`config.mk`:
```
export PLATFORM = sky130hd
export DESIGN_NAME = bxavg_queue
export DESIGN_NICKNAME = d
export VERILOG_FILES = /design/src/sv/bxavg_pkg.sv /design/src/sv/bxavg_queue.sv
export SDC_FILE = /design/constraint.sdc
export NUM_CORES = 1
export LEC_CHECK = 0
export ABC_AREA = 1
export BUFFER_PORTS_ARGS = -buffer_cell sky130_fd_sc_hd__buf_2
export CAP_MARGIN = 10
export CORE_UTILIZATION = 61
export CTS_CLUSTER_DIAMETER = 120
export DETAILED_ROUTE_END_ITERATION = 8
export PLACE_DENSITY = 0.84
export SYNTH_ARGS = -nofsm -noshare
export SYNTH_HDL_FRONTEND = slang
export SYNTH_SLANG_ARGS = --single-unit
```
`constraint.sdc`:
```
create_clock -name clk -period 8.8 [get_ports clk]
set_clock_uncertainty 0.15 [all_clocks]
set_input_delay 2.64 -clock clk [delete_from_list [all_inputs] [get_ports clk]]
set_output_delay 2.64 -clock clk [all_outputs]
set_load 0.05 [all_outputs]
```
`src/sv/bxavg_pkg.sv`:
```
// ----------------------------------------------------------------------------
// bxavg_pkg: shared types and constants of the box average downscaler
// Field widths, register indexes, reset values and the word formats that
// travel between the front end, the op queue and the back end.
// ----------------------------------------------------------------------------
package bxavg_pkg;

  // Channel and field widths
  localparam int CH_N       = 4;
  localparam int PIX_W      = 8;
  localparam int POS_W      = 12;
  localparam int CNT_W      = 13;
  localparam int BS_W       = 5;
  localparam int AREA_W     = 2 * BS_W;
  localparam int CFG_IDX_W  = 2;
  localparam int CFG_DATA_W = 13;

  // Register indexes
  localparam logic [CFG_IDX_W-1:0] REG_BLOCK_SIZE   = 2'd0;
  localparam logic [CFG_IDX_W-1:0] REG_IMAGE_WIDTH  = 2'd1;
  localparam logic [CFG_IDX_W-1:0] REG_IMAGE_HEIGHT = 2'd2;

  // Reset values and limits
  localparam logic [BS_W-1:0]   RESET_BLOCK  = 5'd4;
  localparam logic [AREA_W-1:0] RESET_AREA   = 10'd16;
  localparam logic [CNT_W-1:0]  RESET_WIDTH  = 13'd1024;
  localparam logic [CNT_W-1:0]  RESET_HEIGHT = 13'd1024;
  localparam logic [CNT_W-1:0]  HEIGHT_CAP   = 13'd4096;

  // Divider: quotient bits and bits resolved per cycle
  localparam int QUOT_W     = 8;
  localparam int DIV_STEPS  = 2;
  localparam int DIV_CYCLES = QUOT_W / DIV_STEPS;
  localparam int DIV_CNT_W  = $clog2(DIV_CYCLES);

  // Effective configuration (already clamped)
  typedef struct packed {
    logic [BS_W-1:0]   bs;
    logic [AREA_W-1:0] area;
    logic [CNT_W-1:0]  width;
    logic [CNT_W-1:0]  height;
  } cfg_t;

  // One accumulate operation on the line store
  typedef struct packed {
    logic [CH_N-1:0][PIX_W-1:0] px;
    logic [CNT_W-1:0]           addr;
    logic                       first;
    logic                       last;
    logic [POS_W-1:0]           col;
    logic [POS_W-1:0]           row;
  } op_t;

  // One averaged output pixel
  typedef struct packed {
    logic [CH_N-1:0][PIX_W-1:0] avg;
    logic [POS_W-1:0]           col;
    logic [POS_W-1:0]           row;
  } res_t;

endpackage

```
`src/sv/bxavg_queue.sv`:
```
// ----------------------------------------------------------------------------
// bxavg_queue: short op queue between front end and back end
// Register-based FIFO of accumulate ops; lets either side stall on its own.
// ----------------------------------------------------------------------------
module bxavg_queue #(
  parameter int DEPTH = 4
) (
  input  logic           clk,
  input  logic           rst,
  input  logic           push,
  input  bxavg_pkg::op_t din,
  input  logic           pop,
  output bxavg_pkg::op_t dout,
  output logic           full,
  output logic           empty
);

  localparam int PTR_W = $clog2(DEPTH);
  localparam int CNT_W = $clog2(DEPTH + 1);

  bxavg_pkg::op_t   store [DEPTH];
  logic [PTR_W-1:0] wr_ptr;
  logic [PTR_W-1:0] rd_ptr;
  logic [CNT_W-1:0] count;
  logic             do_push;
  logic             do_pop;

  always_comb begin
    full    = count == CNT_W'(DEPTH);
    empty   = count == '0;
    do_push = push && !full;
    do_pop  = pop && !empty;
    dout    = store[rd_ptr];
  end

  // Write the incoming word
  always_ff @(posedge clk) begin
    if (do_push) begin
      store[wr_ptr] <= din;
    end
  end

  // Advance pointers and fill count
  always_ff @(posedge clk) begin
    if (rst) begin
      wr_ptr <= '0;
      rd_ptr <= '0;
      count  <= '0;
    end else begin
      if (do_push) begin
        wr_ptr <= (wr_ptr == PTR_W'(DEPTH - 1)) ? '0 : wr_ptr + PTR_W'(1);
      end
      if (do_pop) begin
        rd_ptr <= (rd_ptr == PTR_W'(DEPTH - 1)) ? '0 : rd_ptr + PTR_W'(1);
      end
      if (do_push && !do_pop) begin
        count <= count + CNT_W'(1);
      end else if (do_pop && !do_push) begin
        count <= count - CNT_W'(1);
      end
    end
  end

endmodule

```
Word level (Yosys, flattened, before mapping) --
Memory sizes are Yosys's and may differ from the RTL's. A register that Yosys moved wholly into a read port is not among the register bits. Cells that the tools add are included.
Storage, ports and cells: output and inout bits 73, input port bits 75, word-level logic and storage cells 29, register bits after elaboration 7, memories kept 1, RAM bits 284
Memories:
- store | words 4, width 71, read ports 1, clocked after memory_dff 1, write ports 1, RTL line bxavg_queue.sv:21 | bxavg_pkg::op_t store [DEPTH];
Cells by class: multiplexer cells 8, add/subtract/negate cells 4, reductions and logical operators 10, eq/ne operators 3
Operator list (count):
- 2-to-1 mux 2 bit | 4
- 2-to-1 mux 3 bit | 2
- adder 2 x 1 -> 2 bit, second input constant | 2
- equality test 2 bit, second input constant | 2
- logical AND 1 bit | 4
- zero test 1 bit | 4
- adder 3 x 1 -> 3 bit, second input constant | 1
- equality test 3 bit, second input constant | 1
- zero test 3 bit | 1
- subtractor 3 x 1 -> 3 bit, second input constant | 1
- 2-to-1 mux 1 bit | 2
- nonzero test 2 bit | 1

Depth between registers and ports, before layout --
depth after elaboration 7, depth in mapped cells 13, gate-level depth less buffers 13

Worst setup path before layout --
No wires, ideal clock.
kind input -> register, start in push, end mem store[0][0] in the netlist's numbering (enable), data arrival time 5.718 ns, slack 2.431 ns, required time 8.149 ns, library setup time 0.501 ns, cell stages on the path 2, path buffers 0, cell sequence nand2_1 > nor2_1
Between the ends: word-level cells in the longest chain between the ends 3
Ends and longest elaborated chain:
- from (decl) | RTL line bxavg_queue.sv:10 | input logic push,
- logical AND 1 bit | RTL line bxavg_queue.sv:31 | do_push = push && !full;
- 2-to-1 mux 1 bit | RTL line bxavg_queue.sv:38 | if (do_push) begin
- 2-to-1 mux 1 bit (implied by the code) | RTL line bxavg_queue.sv:39 | store[wr_ptr] <= din;
- to (decl) | RTL line bxavg_queue.sv:21
Every way passes these cells.

==> results by group <==
Run status
  • Outcome: complete, no violations

Clocking
  • Clock sink total: 293
  • Deepest clock path buffer count: 3
  • CTS Root Cell: clkbuf_16
  • Latest clock arrival within the worst-skew pair: 0.53 ns
  • CTS Hold Buffers Added: 0
  • H-tree Lvls: 1
  • CTS tree: yes
  • Post-CTS sizing: 0
  • Worst-path clk slew: 0.06 ns
  • Number of post-CTS setup repair buffers: 0
  • Clock buffer count from CTS: 28

Worst setup path
  • CP cell instances: buf_4 -> o21ai_0 -> o22ai_1 -> buf_2
  • Crit. End Element: primary output
  • R2R Path End: store[3][35]
  • Critical path required time: 6.01 ns
  • Slowest-stage cell, CP: dfxtp_4
  • Slowest Stage Delay on Critical Path: 0.76 ns
  • Setup CP Type: reg -> out
  • R2R depth: 5
  • CP Launch Type: flip-flop
  • Setup slack, reg-to-reg: 5.78 ns
  • R2r startpoint: count[0]
  • Peak fanout along the critical path: 82
  • Worst Path Arrival: 2.90 ns

Global routing
  • Met3 Use GR: 0.0407
  • Antenna violations before repair: 1
  • Vias in the first global route: 6439
  • First-pass GRT wire length: 32800 um
  • Largest net degree at the start of global routing: 143
  • GRT overflow: 0
  • Met1 Track Usage GR: 0.305
  • Peak-usage layer in the global routing report: met2
  • GRT met2 Usage: 0.394
  • GRT Total Usage: 0.230

Min path
  • Min-Delay Path Depth: 2
  • Hold WC Path Type: reg -> reg
  • Min-delay src: rd_ptr[1]

Final layout
  • Most frequent cells in the layout: 284 x edfxtp_1, 153 x nor2_1, 147 x buf_2
  • Most common cell after layout, fill and taps aside: edfxtp_1
  • # nets final: 978
  • Fraction of layout cells with a size suffix above 1: 0.225
  • Area delta synth->final: 16.3%
  • Post-route cell area: 0.0128 mm^2

STA
  • Tightest Pin Transition: 1.03 ns
  • Hold Vio Cnt, Final: 0
  • TNS Setup: 0 ns
  • Max_slew headroom: 0.310
  • # setup viols final: 0
  • RSZ-0062 raised after global routing: no
  • Maximum clock frequency: 176 MHz
  • Fin. max-slew vios: 0
  • Minimum clock period: 5.69 ns
  • Tcrit/Tclk final: 0.647

Yosys
  • Post-Syn Instances: 758
  • Seq/Total Area, Yosys: 0.789
  • #FFs+latches synth: 293
  • Post-synth cell types: 23
  • Synthesized net count: 840
  • Mapped cell area: 0.0110 mm^2
  • Yosys synthesis warning count: 0
  • Avg Inst Size Synth: 14.6 um^2

Routing
  • 1st-pass router iterations: 5
  • DR vias: 6662
  • Drt first-iter violations: 527
  • Final wirelength: 21600 um
  • Vias per inst: 5.82
  • Wirelength per Cell: 18.9 um
  • Drt drc: 0
  • ANT nets after route: 0

Die
  • Chip Height: 136 um
  • Overall die width: 136 um
  • Die area: 0.0186 mm^2
  • # IOs: 148
  • Core Region: 0.0175 mm^2
  • Initial Util: 0.631
  • Row count: 48

Placed design
  • Post-detail-place hpwl: 11800 um
  • GP Congestion: 0.780
  • Dpl cell area: 0.0118 mm^2
  • I/O Buffers: 147

Job
  • Max-Cap Viols: 0

Pwr
  • LEAKAGE: 4.56 nW
  • Worst VDD drop: 0.248 mV
  • Post-layout power: 4.66 mW
  • PD cells: 363 mW/mm^2
-- worst max-delay path by stage --
stage                    from            to  slack (ns)  cells past startpoint
floorplan                push   store[0][0]        2.43                      2
global placement         push  store[3][23]        3.71                      4
detailed placement  flip-flop      dout[21]        3.64                      4
CTS                 flip-flop       dout[4]        3.13                      4
global route        flip-flop      dout[61]        2.98                      4
finish              flip-flop       dout[5]        3.11                      4
-- stage by stage --
step | utilization | hold WS [ns] | worst slack (ns) | instances
floorplan | - | 0.333 | 2.43 | 758
CTS | 0.734 | 0.371 | 3.13 | 1143
finish | 0.734 | 0.374 | 3.11 | 1144
global placement | 0.677 | 0.356 | 3.71 | 1091
detailed placement | 0.677 | 0.364 | 3.64 | 1091
global route | 0.734 | 0.409 | 2.98 | 1143
-- cell type report --
type / instances / area [um^2]
Multi-Input combinational cell: 401 / 1980
Inverter: 18 / 72.6
Fill cell: 1086 / 4650
Timing Repair Buffer: 154 / 788
Antenna cell: 1 / 2.50
Clock inverter: 19 / 249
Clock buffer: 33 / 741
Sequential cell: 293 / 8710
Tap cell: 225 / 282
-- routing by layer --
layer  up-vias  wire (um)
met5         -          0
met4         0        297
met3        23       1750
met2       278      10900
met1      3250       8690
li1       3111          -
-- cell usage after synthesis (all sizes together) --
library cell	number	area [um^2]
edfxtp	284	8530
inv	18	72.6
nand3	2	10.0
clkbuf	19	80.1
ha	6	75.1
nand4	1	6.26
dfxtp	9	180
xor2	1	8.76
nand2	14	52.6
o21ai	143	716
nor2	157	589
o22ai	71	444
a21oi	3	15.0
nand3b	2	15.0
fa	1	20.0
buf	27	221
-- sequential cells by signal, indices dropped and copies added (netlist names), named ones only --
register / cells
wr_ptr: 2
rd_ptr: 2
count: 3
store: 284
-- critical path, delay by kind of cell (launching register included) --
family,cells,cell delay [ns]
AOI/OAI and AO/OA,2,0.51
DFF,1,0.76
buffers and inverters,2,1.03
-- report_power, final --
part,leakage (nW),internal (mW),total (mW),switching (mW)
clock,0.479,0.777,1.26,0.481
combinational,1.40,0.339,1.64,1.30
sequential,2.68,1.70,1.77,0.0661
-- logic make-up after synthesis --
logic type / after synthesis / share of synthesized area
flip-flops: 293 / 0.789
AO/OA/AOI/OAI: 217 / 0.106
AND/OR/NAND/NOR: 176 / 0.0610
buffers and inverters: 64 / 0.0339
adder cells (fa/ha/maj): 7 / 0.00862
XOR/XNOR: 1 / 0.000794
Note: power is estimated with default switching activity, not from simulation.
