File: src/sv/bxavg_pkg.sv
// ----------------------------------------------------------------------------
// bxavg_pkg: shared types and constants of the box average downscaler
// Field widths, register indexes, reset values and the word formats that
// travel between the front end, the op queue and the back end.
// ----------------------------------------------------------------------------
package bxavg_pkg;

  // Channel and field widths
  localparam int CH_N       = 4;
  localparam int PIX_W      = 8;
  localparam int POS_W      = 12;
  localparam int CNT_W      = 13;
  localparam int BS_W       = 5;
  localparam int AREA_W     = 2 * BS_W;
  localparam int CFG_IDX_W  = 2;
  localparam int CFG_DATA_W = 13;

  // Register indexes
  localparam logic [CFG_IDX_W-1:0] REG_BLOCK_SIZE   = 2'd0;
  localparam logic [CFG_IDX_W-1:0] REG_IMAGE_WIDTH  = 2'd1;
  localparam logic [CFG_IDX_W-1:0] REG_IMAGE_HEIGHT = 2'd2;

  // Reset values and limits
  localparam logic [BS_W-1:0]   RESET_BLOCK  = 5'd4;
  localparam logic [AREA_W-1:0] RESET_AREA   = 10'd16;
  localparam logic [CNT_W-1:0]  RESET_WIDTH  = 13'd1024;
  localparam logic [CNT_W-1:0]  RESET_HEIGHT = 13'd1024;
  localparam logic [CNT_W-1:0]  HEIGHT_CAP   = 13'd4096;

  // Divider: quotient bits and bits resolved per cycle
  localparam int QUOT_W     = 8;
  localparam int DIV_STEPS  = 2;
  localparam int DIV_CYCLES = QUOT_W / DIV_STEPS;
  localparam int DIV_CNT_W  = $clog2(DIV_CYCLES);

  // Effective configuration (already clamped)
  typedef struct packed {
    logic [BS_W-1:0]   bs;
    logic [AREA_W-1:0] area;
    logic [CNT_W-1:0]  width;
    logic [CNT_W-1:0]  height;
  } cfg_t;

  // One accumulate operation on the line store
  typedef struct packed {
    logic [CH_N-1:0][PIX_W-1:0] px;
    logic [CNT_W-1:0]           addr;
    logic                       first;
    logic                       last;
    logic [POS_W-1:0]           col;
    logic [POS_W-1:0]           row;
  } op_t;

  // One averaged output pixel
  typedef struct packed {
    logic [CH_N-1:0][PIX_W-1:0] avg;
    logic [POS_W-1:0]           col;
    logic [POS_W-1:0]           row;
  } res_t;

endpackage

File: src/sv/bxavg_front.sv
// ----------------------------------------------------------------------------
// bxavg_front: raster position tracking and pixel classification
// Follows the pixel position in the frame and in the current block, drops
// pixels outside whole blocks and issues accumulate ops for the rest.
// ----------------------------------------------------------------------------
module bxavg_front (
  input  logic                                           clk,
  input  logic                                           rst,
  input  bxavg_pkg::cfg_t                                cfg,
  input  logic                                           restart,
  input  logic                                           accept,
  input  logic [bxavg_pkg::CH_N-1:0][bxavg_pkg::PIX_W-1:0] px,
  output logic                                           q_push,
  output bxavg_pkg::op_t                                 op
);

  logic [bxavg_pkg::CNT_W-1:0] pixel_col;
  logic [bxavg_pkg::CNT_W-1:0] pixel_row;
  logic [bxavg_pkg::BS_W-1:0]  col_in_block;
  logic [bxavg_pkg::BS_W-1:0]  row_in_block;
  logic [bxavg_pkg::CNT_W-1:0] blk_col;
  logic [bxavg_pkg::CNT_W-1:0] blk_row;

  logic [bxavg_pkg::CNT_W-1:0] col_start;
  logic [bxavg_pkg::CNT_W-1:0] row_start;
  logic [bxavg_pkg::CNT_W:0]   col_reach;
  logic [bxavg_pkg::CNT_W:0]   row_reach;
  logic                        col_fit;
  logic                        row_fit;
  logic                        last_col;
  logic                        last_row;
  logic                        line_end;
  logic                        frame_end;

  // Classify the current pixel against whole blocks
  always_comb begin
    col_start = pixel_col - bxavg_pkg::CNT_W'(col_in_block);
    row_start = pixel_row - bxavg_pkg::CNT_W'(row_in_block);
    col_reach = {1'b0, col_start} + (bxavg_pkg::CNT_W + 1)'(cfg.bs);
    row_reach = {1'b0, row_start} + (bxavg_pkg::CNT_W + 1)'(cfg.bs);
    col_fit   = col_reach <= {1'b0, cfg.width};
    row_fit   = row_reach <= {1'b0, cfg.height};
    last_col  = col_in_block == (cfg.bs - bxavg_pkg::BS_W'(1));
    last_row  = row_in_block == (cfg.bs - bxavg_pkg::BS_W'(1));
    line_end  = pixel_col == (cfg.width - bxavg_pkg::CNT_W'(1));
    frame_end = pixel_row == (cfg.height - bxavg_pkg::CNT_W'(1));
  end

  // Build the op word
  always_comb begin
    op.px    = px;
    op.addr  = blk_col;
    op.first = (col_in_block == '0) && (row_in_block == '0);
    op.last  = last_col && last_row;
    op.col   = blk_col[bxavg_pkg::POS_W-1:0];
    op.row   = blk_row[bxavg_pkg::POS_W-1:0];
    q_push   = accept && col_fit && row_fit;
  end

  // Advance the position counters, wrap at line and frame end
  always_ff @(posedge clk) begin
    if (rst || restart) begin
      pixel_col    <= '0;
      pixel_row    <= '0;
      col_in_block <= '0;
      row_in_block <= '0;
      blk_col      <= '0;
      blk_row      <= '0;
    end else if (accept) begin
      if (line_end) begin
        pixel_col    <= '0;
        col_in_block <= '0;
        blk_col      <= '0;
        if (frame_end) begin
          pixel_row    <= '0;
          row_in_block <= '0;
          blk_row      <= '0;
        end else begin
          pixel_row <= pixel_row + bxavg_pkg::CNT_W'(1);
          if (last_row) begin
            row_in_block <= '0;
            blk_row      <= blk_row + bxavg_pkg::CNT_W'(1);
          end else begin
            row_in_block <= row_in_block + bxavg_pkg::BS_W'(1);
          end
        end
      end else begin
        pixel_col <= pixel_col + bxavg_pkg::CNT_W'(1);
        if (last_col) begin
          col_in_block <= '0;
          blk_col      <= blk_col + bxavg_pkg::CNT_W'(1);
        end else begin
          col_in_block <= col_in_block + bxavg_pkg::BS_W'(1);
        end
      end
    end
  end

endmodule

File: config.mk
export PLATFORM = sky130hd
export DESIGN_NAME = bxavg_front
export DESIGN_NICKNAME = d
export VERILOG_FILES = /design/src/sv/bxavg_pkg.sv /design/src/sv/bxavg_front.sv
export SDC_FILE = /design/constraint.sdc
export NUM_CORES = 1
export LEC_CHECK = 0
export BUFFER_PORTS_ARGS = -buffer_cell sky130_fd_sc_hd__buf_2
export CAP_MARGIN = 20
export CORE_AREA = 10 10 115 117
export DETAILED_ROUTE_END_ITERATION = 8
export DIE_AREA = 0 0 125 127
export GPL_ROUTABILITY_DRIVEN = 0
export PLACE_DENSITY = 0.86
export SETUP_SLACK_MARGIN = 0.2
export SYNTH_ARGS = -nofsm -noshare
export SYNTH_HDL_FRONTEND = slang
export SYNTH_SLANG_ARGS = --single-unit
export TNS_END_PERCENT = 100
File: constraint.sdc
create_clock -name clk -period 11.85 [get_ports clk]
set_clock_uncertainty 0.05 [all_clocks]
set_input_delay 2.37 -clock clk [delete_from_list [all_inputs] [get_ports clk]]
set_output_delay 2.37 -clock clk [all_outputs]
set_load 0.05 [all_outputs]
# After elaboration in Yosys (flattened, before gate mapping)

Index checks and enable logic that the tools add are counted.

Bits of input ports: 77
Flip-flop bits (word level): 62
Output and inout port bits: 72

Add/sub/neg operators: 13
Mux-type cells: 10
Reduce and logical (&&, ||, !) cells: 12
Magnitude comparators: 2
Equality and inequality tests: 4

Operators by type and width:

| kind                  | number |
|---|---|
| $mux 13               | 6 |
| $add 13x1->13 const B | 4 |
| $add 13x5->14         | 2 |
| $le 14x13->1          | 2 |
| $eq 13x13->1          | 2 |
| $sub 13x1->13 const B | 2 |
| $sub 13x5->13         | 2 |
| $mux 5                | 4 |
| $add 5x1->5 const B   | 2 |
| $eq 5x5->1            | 2 |
| $logic_not 5->1       | 2 |
| $sub 5x1->5 const B   | 1 |
| $logic_and 1x1->1     | 4 |
| $reduce_and 2->1      | 2 |
| $reduce_bool 2->1     | 2 |
| $reduce_and 3->1      | 1 |
| $logic_or 1x1->1      | 1 |

# Longest topological paths before layout

Depth after elaboration: 5
Depth in mapped cells: 20
Depth with buffers taken out: 20

# Least setup slack after synthesis

No wires, ideal clock.

Path kind: input port to output port
Start: in cfg[36] (netlist name)
End: out q_push
Arrival time: 6.703 ns
Setup slack: 2.727 ns
Buffers on the path: 0
Data required time: 9.430 ns
Stages: 15
Path through: ha_1 > inv_1 > fa_1 > inv_1 > a21oi_1 > o21bai_1 > a21oi_1 > or3_1 > o311ai_0 > xnor2_1 > ha_1 > and4_1 > a2111oi_0 > a31oi_1 > nor4_1

Longest elaborated chain between the ends: 4
Elaborated cells between the ends (all ways): 6

RTL lines:

| item                  | RTL line          | source |
|---|---|---|
| from (decl)           | bxavg_front.sv:9  | `input bxavg_pkg::cfg_t cfg,` |
| $add 13x5->14         | bxavg_front.sv:39 | `col_reach = {1'b0, col_start} + (bxavg_pkg::CNT_W + 1)'(cfg.bs);` |
| $le 14x13->1          | bxavg_front.sv:41 | `col_fit = col_reach <= {1'b0, cfg.width};` |
| $logic_and 1x1->1     | bxavg_front.sv:57 | `q_push = accept && col_fit && row_fit;` |
| $logic_and 1x1->1 (*) | bxavg_front.sv:57 |  |
| to (decl)             | bxavg_front.sv:13 | `output logic q_push,` |

Mark *: on every way between the ends. The rest lies on a longest branch, timed or not.

# Worst setup path in the final report

Ends and elaborated chain as after synthesis.

==> flow_summary.ini <==
[clock_tree]
clock_path_buffers = 2
ctsHoldBuffers = 0
cts-resized-gates = 0
cts_buffers = 9
cts_num_sinks = 61
clock_latency_ps = 330
h-tree-depth = 3
cts_setup_buffers = 0
cts-root-buf = clkbuf_16
cts_tree = yes
path_clk_slew_ps = 50

[global_routing]
grt_pass1_wl_um = 26200
grt_usage = 0.189
grt_pass1_vias = 5645
grt-ovfl-total = 0
antenna_found_initial = 0
grt_start_max_net_pins = 24

[detailed_routing]
viasPerCell = 5.78
wl_per_cell_um = 15.1
drt-total-wl_um = 15100
drc = 0
ant_nets = 0
drt_iter0_markers = 396
vias = 5778
drt_pass1_iterations = 5

[yosys]
yosysWarnings = 0
ys_ff_latch = 61
synth_edf_count = 0
synth-async-reset-ratio = 0
ys.flop_type = dfxtp_1
seq_area_frac_synth = 0.189
synth.cell_area_mm2 = 0.00645
yosysTopAreaCell = dfxtp_1
synth.area.top_cells = dfxtp_1, ha_1, xnor2_1, xor2_1, buf_4
syn_area_per_cell_um2 = 7.66
synthCells = 842
synth_top_area_share = 0.189
synth_cell_types = 69
syn_nets = 980

[critical_path]
worst-path-max-fanout = 6
crit_arrival_ps = 6470
crit_path_start_kind = primary input
worstPathRequired_ps = 9430
crit_type = in -> out
endpoint_kind = output port

[timing]
final_max_slew_viol_count = 0
hold_violations = 0
finalWorstSetupSlack_ps = 2960
setup_viol = 0
fin_setup_tns_ps = 0
fin_crit_sh = 0.751
period_needed_ps = 8890
rsz0062_at_grt = false
whs_ps = 441
worst_slew_pin_slew_ps = 987
max_freq_ghz = 0.112
slew_headroom = 0.339

[status]
status = complete, no violations

[layout]
final_layout_size_suffix_gt1_frac = 0.119
antenna_cells = 0
syn2layout_area_growth_pct = 5.71
fillers = 980
nets = 991

[pwr]
peakVddDrop_v = 0.0000899
power_density_mw_per_mm2 = 79.7
p_leak_nw = 2.89

[die]
die_h_um = 127
die_area_mm2 = 0.0159
core_area_mm2 = 0.0111
io_pins = 149
initial_utilization = 0.580
die_w_um = 125
rows = 39

[min_path]
worstHoldPathType = reg -> reg

[placed_design]
detailedPlace.worstSlack_ps = 2990
portBuffers = 74
dp_hpwl_um = 11900

[job]
cap_violations = 0
## path summary, 6_finish.rpt
kind                       end  cells past startpoint     startpoint  slack (ps)
setup reg to reg  pixel_row[6]                      8  pixel_col[12]        8150
setup / recovery        q_push                     17        cfg[36]        2960
hold / removal     blk_row[11]                      2    blk_row[11]         440
hold reg to reg    blk_row[11]                      2    blk_row[11]         440
## flip-flops by register name, summed over array words and instances, names as in the netlist
name,cells
col_in_block,5
row_in_block,5
blk_row,12
pixel_col,13
blk_col,13
pixel_row,13
## logic make-up after synthesis
family                     after synthesis  synth area share
AOI/OAI and AO/OA                      137             0.149
xor gates and xnor gates               116             0.158
adders and majority gates               61             0.123
buffers and inverters                  136             0.108
DFF                                     61             0.189
muxes                                    4           0.00640
and+or+nand+nor                        327             0.267
## critical path: stages
cell       delay, ps
buf_2            180
ha_1             190
inv_1             50
fa_1             390
inv_1             70
a21oi_1           50
o21bai_1         210
a21oi_1          180
or3_1            350
o311ai_0         440
xnor2_1          200
ha_1             270
and4_1           210
a2111oi_0        460
a31oi_1          180
nor4_1           340
buf_2            330
## cells in the mapped netlist (21+ instances only)
cell and instances:
inv_1 62, o21ai_0 22, nand2_1 46, clkbuf_1 21, ha_1 57, a21oi_1 30, nand4_1 24, dfxtp_1 61
nor3_1 24, nand3_1 36, nor2_1 91, xor2_1 47, buf_4 46, xnor2_1 69
## power by group
part	internal (mW)	switching, mW
combinational	0.0391	0.0554
clock	0.157	0.0845
sequential	0.206	0.00115
total	0.402	0.141
## stage by stage
stage	cell area, um2	total power [mW]	util	std cells
final	6820	0.543	0.613	1000
after global routing	6820	0.570	0.613	1000
after CTS	6820	0.549	0.613	1000
after detailed placement	6540	0.305	0.587	985
after global placement	6540	0.302	0.587	985
after floorplan	6450	0.308	-	842
## layout make-up
type,instances,area (um2),share of cell area
Multi-Input combinational cell,645,4530,0.665
Sequential cell,61,1220,0.179
Timing Repair Buffer,74,370,0.0543
Clock buffer,14,274,0.0402
Inverter,62,233,0.0341
Tap cell,143,179,0.0263
Clock inverter,1,5.00,0.000734
## per-layer routing
layer	GRT usage	wire (um)	vias up
met5	0	0	-
met1	0.243	7150	2679
li1	-	-	2947
met2	0.315	7010	139
met3	0.0376	816	13
met4	0.0528	155	0
## cell usage in the layout (no fill, tap or decap), drive strengths merged, types with 5 or more instances in the layout
master / netlist / layout
nor4b: 5 / 5
a31oi: 6 / 6
o21ai: 23 / 23
and3: 13 / 13
or2: 6 / 6
dfxtp: 61 / 61
a21o: 6 / 6
and4: 6 / 6
ha: 57 / 57
nand4: 26 / 26
xor2: 47 / 47
a21oi: 30 / 30
nor4: 16 / 16
inv: 62 / 62
or3: 11 / 11
xnor2: 69 / 69
and2: 7 / 7
a211oi: 7 / 7
nand3b: 6 / 6
o21a: 12 / 12
clkbuf: 21 / 14
nor3b: 8 / 8
nor3: 24 / 24
o211ai: 8 / 8
nor2b: 13 / 13
nand2: 46 / 46
o21bai: 7 / 7
buf: 53 / 74
nand3: 36 / 36
nor2: 91 / 91
Power figures use the tool's default switching activity.
